==> config.mk <==
export PLATFORM = sky130hd
export DESIGN_NAME = four_lane_xorshift_uniform_floats_unit
export DESIGN_NICKNAME = d
export VERILOG_FILES = /design/src/hdl/flxuf_pkg.sv /design/src/hdl/flxuf_lane.sv /design/src/hdl/four_lane_xorshift_uniform_floats_unit.sv
export SDC_FILE = /design/constraint.sdc
export NUM_CORES = 2
export LEC_CHECK = 0
export BUFFER_PORTS_ARGS = -buffer_cell sky130_fd_sc_hd__buf_4
export CAP_MARGIN = 20
export CORE_ASPECT_RATIO = 1.4
export CORE_MARGIN = 8
export CORE_UTILIZATION = 60
export CTS_CLUSTER_DIAMETER = 120
export DETAILED_ROUTE_END_ITERATION = 6
export PLACE_DENSITY = 0.8
export SLEW_MARGIN = 30
export SYNTH_ARGS = -nofsm -noshare
export SYNTH_HDL_FRONTEND = slang
export SYNTH_SLANG_ARGS = --single-unit
==> constraint.sdc <==
create_clock -name clk -period 6.1 [get_ports clk]
set_input_delay 0.61 -clock clk [delete_from_list [all_inputs] [get_ports clk]]
set_output_delay 0.61 -clock clk [all_outputs]
set_load 0.02 [all_outputs]
==> src/hdl/flxuf_pkg.sv <==
// ----------------------------------------------------------------------------
// flxuf_pkg
// Types, constants and helper functions of the four-lane xorshift128+ unit.
// ----------------------------------------------------------------------------
package flxuf_pkg;

	localparam int LANES     = 4;
	localparam int WORD_W    = 64;
	localparam int UNI_W     = 30;
	localparam int KEPT_BITS = 24;
	localparam int CFG_IDX_W = 4;

	localparam int SHIFT_A = 23;
	localparam int SHIFT_B = 18;
	localparam int SHIFT_C = 5;

	localparam logic [UNI_W-1:0] FLOAT_ONE = UNI_W'(32'h3F80_0000);

	// register map: first words at 0..3, second words at 4..7
	localparam int CFG_SEED_FIRST_BASE  = 0;
	localparam int CFG_SEED_SECOND_BASE = LANES;

	typedef logic [WORD_W-1:0] word_t;
	typedef logic [UNI_W-1:0]  uni_t;

	typedef struct packed {
		logic load_first;
		logic load_second;
		logic advance;
	} lane_ctl_t;

	function automatic word_t nonzero(input word_t v);
		return (v == '0) ? word_t'(1) : v;
	endfunction

	// one xorshift step: returns the new second word
	function automatic word_t xs_step(input word_t a, input word_t b);
		word_t t;
		t = a ^ (a << SHIFT_A);
		t = t ^ (t >> SHIFT_B);
		return t ^ b ^ (b >> SHIFT_C);
	endfunction

	function automatic uni_t to_float(input word_t v);
		return uni_t'(v[WORD_W-1 -: KEPT_BITS]) | FLOAT_ONE;
	endfunction

endpackage

==> src/hdl/flxuf_lane.sv <==
// ----------------------------------------------------------------------------
// flxuf_lane
// One xorshift128+ lane: two state words, two advances per request.
// ----------------------------------------------------------------------------
module flxuf_lane
	import flxuf_pkg::*;
(
	input  logic      clk,
	input  logic      arst_n,
	input  lane_ctl_t ctl,
	input  word_t     seed,
	output uni_t      uni_first,
	output uni_t      uni_second
);

	word_t first_q;
	word_t second_q;
	word_t next1;
	word_t next2;

	// second advance starts from (old second, next1)
	always_comb begin
		next1      = xs_step(first_q, second_q);
		next2      = xs_step(second_q, next1);
		uni_first  = to_float(next1 + second_q);
		uni_second = to_float(next2 + next1);
	end

	always_ff @(posedge clk or negedge arst_n) begin
		if (!arst_n) begin
			first_q  <= word_t'(1);
			second_q <= word_t'(1);
		end else if (ctl.load_first || ctl.load_second) begin
			if (ctl.load_first) begin
				first_q <= nonzero(seed);
			end
			if (ctl.load_second) begin
				second_q <= nonzero(seed);
			end
		end else if (ctl.advance) begin
			first_q  <= next1;
			second_q <= next2;
		end
	end

endmodule

==> src/hdl/four_lane_xorshift_uniform_floats_unit.sv <==
// ----------------------------------------------------------------------------
// four_lane_xorshift_uniform_floats_unit
// Four xorshift128+ lanes; each request yields eight float bit patterns in
// [1,2). One request is accepted every cycle: the lane state updates and the
// result register loads at the same edge, so a result appears in the cycle
// after its request. Throughput is one request per cycle, limited only by
// downstream stall. Seeds are written through the cfg port (index 0..3 first
// words, 4..7 second words, zero loads as one, indexes above 7 are ignored)
// and take effect at once; every state word resets to one.
// ----------------------------------------------------------------------------
module four_lane_xorshift_uniform_floats_unit
	import flxuf_pkg::*;
(
	input  logic                 clk,
	input  logic                 arst_n,

	input  logic                 req_valid,
	output logic                 req_stall,
	input  logic                 request,

	output logic                 res_valid,
	input  logic                 res_stall,
	output logic [UNI_W-1:0]     uniform_0,
	output logic [UNI_W-1:0]     uniform_1,
	output logic [UNI_W-1:0]     uniform_2,
	output logic [UNI_W-1:0]     uniform_3,
	output logic [UNI_W-1:0]     uniform_4,
	output logic [UNI_W-1:0]     uniform_5,
	output logic [UNI_W-1:0]     uniform_6,
	output logic [UNI_W-1:0]     uniform_7,

	input  logic                 cfg_valid,
	output logic                 cfg_ready,
	input  logic [CFG_IDX_W-1:0] cfg_index,
	input  logic [WORD_W-1:0]    cfg_data
);

	logic      req_acc;
	logic      fire;
	logic      res_valid_q;
	lane_ctl_t lane_ctl [LANES];
	uni_t      uni_first [LANES];
	uni_t      uni_second [LANES];
	uni_t      uni_q [2*LANES];

	assign cfg_ready = 1'b1;
	assign req_stall = res_valid_q && res_stall;
	assign req_acc   = req_valid && !req_stall;
	assign fire      = req_acc && request;

	for (genvar l = 0; l < LANES; l++) begin : g_lane
		always_comb begin
			lane_ctl[l].load_first  = cfg_valid &&
				(cfg_index == CFG_IDX_W'(CFG_SEED_FIRST_BASE + l));
			lane_ctl[l].load_second = cfg_valid &&
				(cfg_index == CFG_IDX_W'(CFG_SEED_SECOND_BASE + l));
			lane_ctl[l].advance     = fire;
		end

		flxuf_lane u_lane (
			.clk        (clk),
			.arst_n     (arst_n),
			.ctl        (lane_ctl[l]),
			.seed       (cfg_data),
			.uni_first  (uni_first[l]),
			.uni_second (uni_second[l])
		);
	end

	always_ff @(posedge clk or negedge arst_n) begin
		if (!arst_n) begin
			res_valid_q <= 1'b0;
		end else if (req_acc) begin
			res_valid_q <= request;
		end else if (!res_stall) begin
			res_valid_q <= 1'b0;
		end
	end

	always_ff @(posedge clk) begin
		if (fire) begin
			for (int i = 0; i < LANES; i++) begin
				uni_q[i]         <= uni_first[i];
				uni_q[i + LANES] <= uni_second[i];
			end
		end
	end

	assign res_valid = res_valid_q;
	assign uniform_0 = uni_q[0];
	assign uniform_1 = uni_q[1];
	assign uniform_2 = uni_q[2];
	assign uniform_3 = uni_q[3];
	assign uniform_4 = uni_q[4];
	assign uniform_5 = uni_q[5];
	assign uniform_6 = uni_q[6];
	assign uniform_7 = uni_q[7];

endmodule

# --- Word level (Yosys, flattened, before mapping) ---
# Memories as Yosys holds them, arrays and structs flattened.
# Index checks and enable logic that the tools add are counted.
classes:
  add_sub_neg: 8
  n_eq_ne: 16
  muxes: 29
  bitwise_logic: 32
  n_reduce_logical: 30
op_table:
  columns: ["op", "count"]
  rows:
  - ["$mux W64", 25]
  - ["$xor A64 B64 Y64", 16]
  - ["$xor A64 B46 Y64", 8]
  - ["$xor A64 B59 Y64", 8]
  - ["$add A63 B63 Y63", 8]
  - ["$logic_not A64 Y1", 1]
  - ["$ne A2 B1 Y1 const B", 9]
  - ["$eq A4 B3 Y1 const B", 4]
  - ["$reduce_and A2 Y1", 8]
  - ["$logic_and A1 B1 Y1", 11]
  - ["$eq A4 B2 Y1 const B", 2]
  - ["$reduce_bool A2 Y1", 4]
  - ["$eq A4 B1 Y1 const B", 1]
  - ["$logic_not A4 Y1", 1]
  - ["$logic_or A1 B1 Y1", 4]
  - ["$mux W1", 4]
  - ["$logic_not A1 Y1", 1]
totals:
  ff_bits: 513
  mem_bits_rw: 184
  inputBits: 74
  out_inout_bits: 243
  elab_cells: 125
  memories: 1
mem_list:
  columns: ["memory", "depth", "width", "rd", "rd_ports_with_merged_regs", "wr", "line", "source"]
  rows:
  - ["uni_q", 8, 23, 8, 0, 8, "four_lane_xorshift_uniform_floats_unit.sv:44", "uni_t uni_q [2*LANES];"]

# --- Depth between registers and ports, before layout ---
depth:
  word_depth: 8
  mapped_depth: 18
  ltp_nobuf: 16

# --- Modules after synthesis ---
# From an unflattened synthesis, not the netlist that was laid out.
hier_totals:
  cells_unflattened: 8145
  area_unflattened_um2: 69399.1
by_module_without_submodules:
  columns: ["mod", "n_inst", "cells_per_inst", "area_per_inst_um2", "seq_area_each_um2"]
  rows:
  - ["flxuf_lane (g_lane[1].u_lane ...)", 3, 1972, 15518.6, 3205.6]
  - ["flxuf_lane (g_lane[0].u_lane)", 1, 1969, 15507.4, 3205.6]
  - ["four_lane_xorshift_uniform_floats_unit", 1, 260, 7335.8, 7231.9]

# --- Worst setup path before layout ---
# Ideal clock, no wire load.
synth_timing:
  path_kind: "input to register"
  start: "in res_stall"
  end: "reg g_lane[3].u_lane.second_q[38]"
  setup_time_ns: 0.077
  arrival_ns: 5.827
  required_ns: 6.023
  setup_slack_ns: 0.195
  path_stages: 10
  path_cell_list: "nand2_1 nand3_1 inv_1 nand2_1 clkbuf_1 nand2_1 clkbuf_1 clkbuf_1 nor2_1 a21oi_1"
synth_via:
  elab_chain_cells: 6
synth_rtl:
  columns: ["element", "line", "source"]
  rows:
  - ["start, declared", "four_lane_xorshift_uniform_floats_unit.sv:22", "input logic res_stall,"]
  - ["$logic_and A1 B1 Y1", "four_lane_xorshift_uniform_floats_unit.sv:47", "assign req_stall = res_valid_q && res_stall;"]
  - ["$logic_not A1 Y1", "four_lane_xorshift_uniform_floats_unit.sv:48", "assign req_acc = req_valid && !req_stall;"]
  - ["$logic_and A1 B1 Y1", "four_lane_xorshift_uniform_floats_unit.sv:48", null]
  - ["$logic_and A1 B1 Y1", "four_lane_xorshift_uniform_floats_unit.sv:49", "assign fire = req_acc && request;"]
  - ["via fire", "four_lane_xorshift_uniform_floats_unit.sv:39", "logic fire;"]
  - ["$reduce_bool A2 Y1 (no source line)", null, null]
  - ["$reduce_and A2 Y1 (no source line)", null, null]
  - ["end signal, assigned", "flxuf_lane.sv:32", "second_q <= word_t'(1);"]
  - ["end signal, assigned", "flxuf_lane.sv:38", "second_q <= nonzero(seed);"]
  - ["end signal, assigned", "flxuf_lane.sv:42", "second_q <= next2;"]
  - ["end, declared", "flxuf_lane.sv:17", "word_t second_q;"]
# The timed path passes the listed nets, and every way through them passes these cells.
# A chain may end at the register's enable or synchronous reset.

==> results.md <==
- Outcome: completed
- Startpoint types: flip-flop
- Critical path arrival: 6420 ps
- Critical Path RT: 6540 ps
- Area Overhead vs Synth: 9.58%
- Fmax achieved: 167 MHz
- Most common cell after layout, fill and taps aside: xnor2_1
- Cells after Synth: 7675
- CTS Buf Count: 77
- Die Height: 407 um
- Fraction of layout cells with a size suffix above 1: 7.70%
- DRC violations left: 0
- Seq cells post-synth: 697
- Routed Antenna Nets: 0
- Slew HR: 26.1%
- Clock sinks: 697
- Slew @ Worst Pin: 1100 ps
- I/O pin count: 317
- RSZ-0062 raised after global routing: no
- DP Wirelength: 215 mm
- Max-cap viol count: 0
- CTS Buffer Depth: 3
- Nets: 8351
- Pre-CTS setup slack: 417 ps
- 1st-iter DRT viols: 8174
- Fin. max-slew vios: 0
- DRT Wirelength: 284 mm
- Sum Neg Setup Slack: 0 ps
- Post-synth top area cell: dfrtp_1
- Synth top area share: 19.3%
- # port buffers: 259
- Primary FF master, synth: dfrtp_1
- Seq/Total Area, Yosys: 28.0%
- Placer congestion estimate: 1.09
- CTS HTree Levels: 3
- Wire length per cell: 30.3 um
- Initial Util: 60.4%
- Initial antenna violation count: 31
- TritonCTS clock tree: built
- Post-layout util: 66.2%
- DIE AREA: 0.120 mm2
- Multi-input logic area: 0.0451 mm2
- Clk slew on worst S/H paths: 70 ps
- CP Class: flip-flop to flip-flop
- Die Span X: 295 um
- Core ar.: 0.108 mm2
- FF/Latch Area: 0.0184 mm2
- Post-synth EDFFs: 184
- Final Non-Filler Cells: 9362
- First-pass GRT wire length: 407 mm
- Hold WC Path Type: input port to flip-flop
- GRT Total Usage: 45.8%
- Setup Buffers After CTS: 0
- Number of global-route vias before repair: 60.8k
- Final Hold Fails: 0
- PnR worst setup slack: 120 ps
- Root Buffer: clkbuf_16
- Syn avg cell area: 8.54 um2
- Fill count: 9153
- Yosys warning count: 0
- Skew final: 42.4 ps
- Vias: 63.4k
- Synth unique cells: 98
- Final Setup Violations: 0
- Crit end category: flip-flop
- Synthesized area: 0.0655 mm2
- Vias/cell: 6.77
- Cell types occupying the most area after synthesis: dfrtp_1, xnor2_1, ha_1, edfxtp_1, a21oi_1
- Grt ovf: 0
- Drt first pass iters: 7
- Fin crit share: 98.0%
- Placed instance count: 9142
- FFs w/ async S/R, synth: 73.6%
- Crit path max fanout: 6
- Commonest cells after routing, fill and taps aside: xnor2_1, a21oi_1, nor2_1, o21ai_0, nand2_1
- Fin crit period: 5980 ps
- Largest net degree at the start of global routing: 161
- Clock network latency to the later pin of the worst-skew pair: 710 ps
- Row count: 143
-- registers in the layout, summed over array words and instances, names as in the netlist --
signal / flops
g_lane.u_lane.second_q: 256
res_valid: 1
g_lane.u_lane.first_q: 256
uni_q: 184
-- through the flow --
stage                     hold slack (ps)  cell area [um2]
final                                 153            71800
after global routing                  197            71700
after CTS                             155            71500
after detailed placement              507            68800
after global placement                497            68800
after floorplan                       314            65700
-- what timing repair did --
item,4_1_cts,5_1_grt
endpoints found under the hold margin,6,0
hold buffers,1,0
gates resized for setup,0,0
-- cells by family after synthesis --
group                      count (synthesis)  share of synthesized area (%)
muxes                                     70                           1.07
xor gates and xnor gates                1814                           24.5
DFF                                      697                           28.0
other                                      1                        0.00572
buffers and inverters                    596                           3.79
adders and majority gates                504                           9.62
and+or+nand+nor                         1797                           12.6
AOI/OAI and AO/OA                       2196                           20.4
-- final cells by class --
class                   count  share of cell area (%)
multi-input cells        6438                    62.8
flip-flops and latches    697                    25.6
repair buffers            397                    4.30
clock buffers             100                    2.95
well taps                1450                    2.53
inverters                 162                   0.857
clock inverters            42                   0.749
diodes                     76                   0.265
-- cells in the mapped netlist (161+ instances only) --
cell type / instances
xnor2_1: 1377
a21oi_1: 755
ha_1: 504
a21o_1: 360
clkbuf_1: 343
dfrtp_1: 505
o21ai_0: 528
inv_1: 161
edfxtp_1: 184
nor2_1: 633
nand2_1: 527
xor2_1: 427
-- path summary, 6_finish.rpt --
check,depth (start not counted),start,slack [ps],endpoint
max in group asynchronous,4,arst_n,4010,g_lane[3].u_lane.first_q[42]$_DFFE_PN0P_
setup / recovery,16,g_lane[3].u_lane.second_q[33]$_DFFE_PN0P_,120,uni_q[1][88]$_DFFE_PP_
hold / removal,3,req_valid,150,res_valid$_DFFE_PN0P_
min in group asynchronous,2,arst_n,520,g_lane[2].u_lane.second_q[19]$_DFFE_PN0P_
setup reg to reg,16,g_lane[3].u_lane.second_q[33]$_DFFE_PN0P_,120,uni_q[1][88]$_DFFE_PP_
hold reg to reg,2,g_lane[0].u_lane.second_q[0]$_DFFE_PN1P_,530,g_lane[0].u_lane.second_q[0]$_DFFE_PN1P_
-- worst max-delay path: stages (launching register included) --
cell	delay [ps]
dfrtp_1	610
xor2_1	240
xnor2_1	170
xnor2_1	630
xnor2_1	200
xor2_1	320
ha_1	370
nand2_1	120
nor4_1	460
nand4_1	220
a2111oi_0	760
nand4_1	160
o211ai_1	510
a31oi_1	220
a21o_1	240
o21ai_0	360
xnor2_1	110
-- per-layer routing --
layer	share of wire, %	GRT usage, %
met1	33	51.1
met2	44	69.6
met3	12	13.0
met4	11	43.2
met5	0.023	1.34
Power is left out: the tool's default activity adds up to more than one toggle a clock period on the data nets, which glitch-free logic cannot reach.
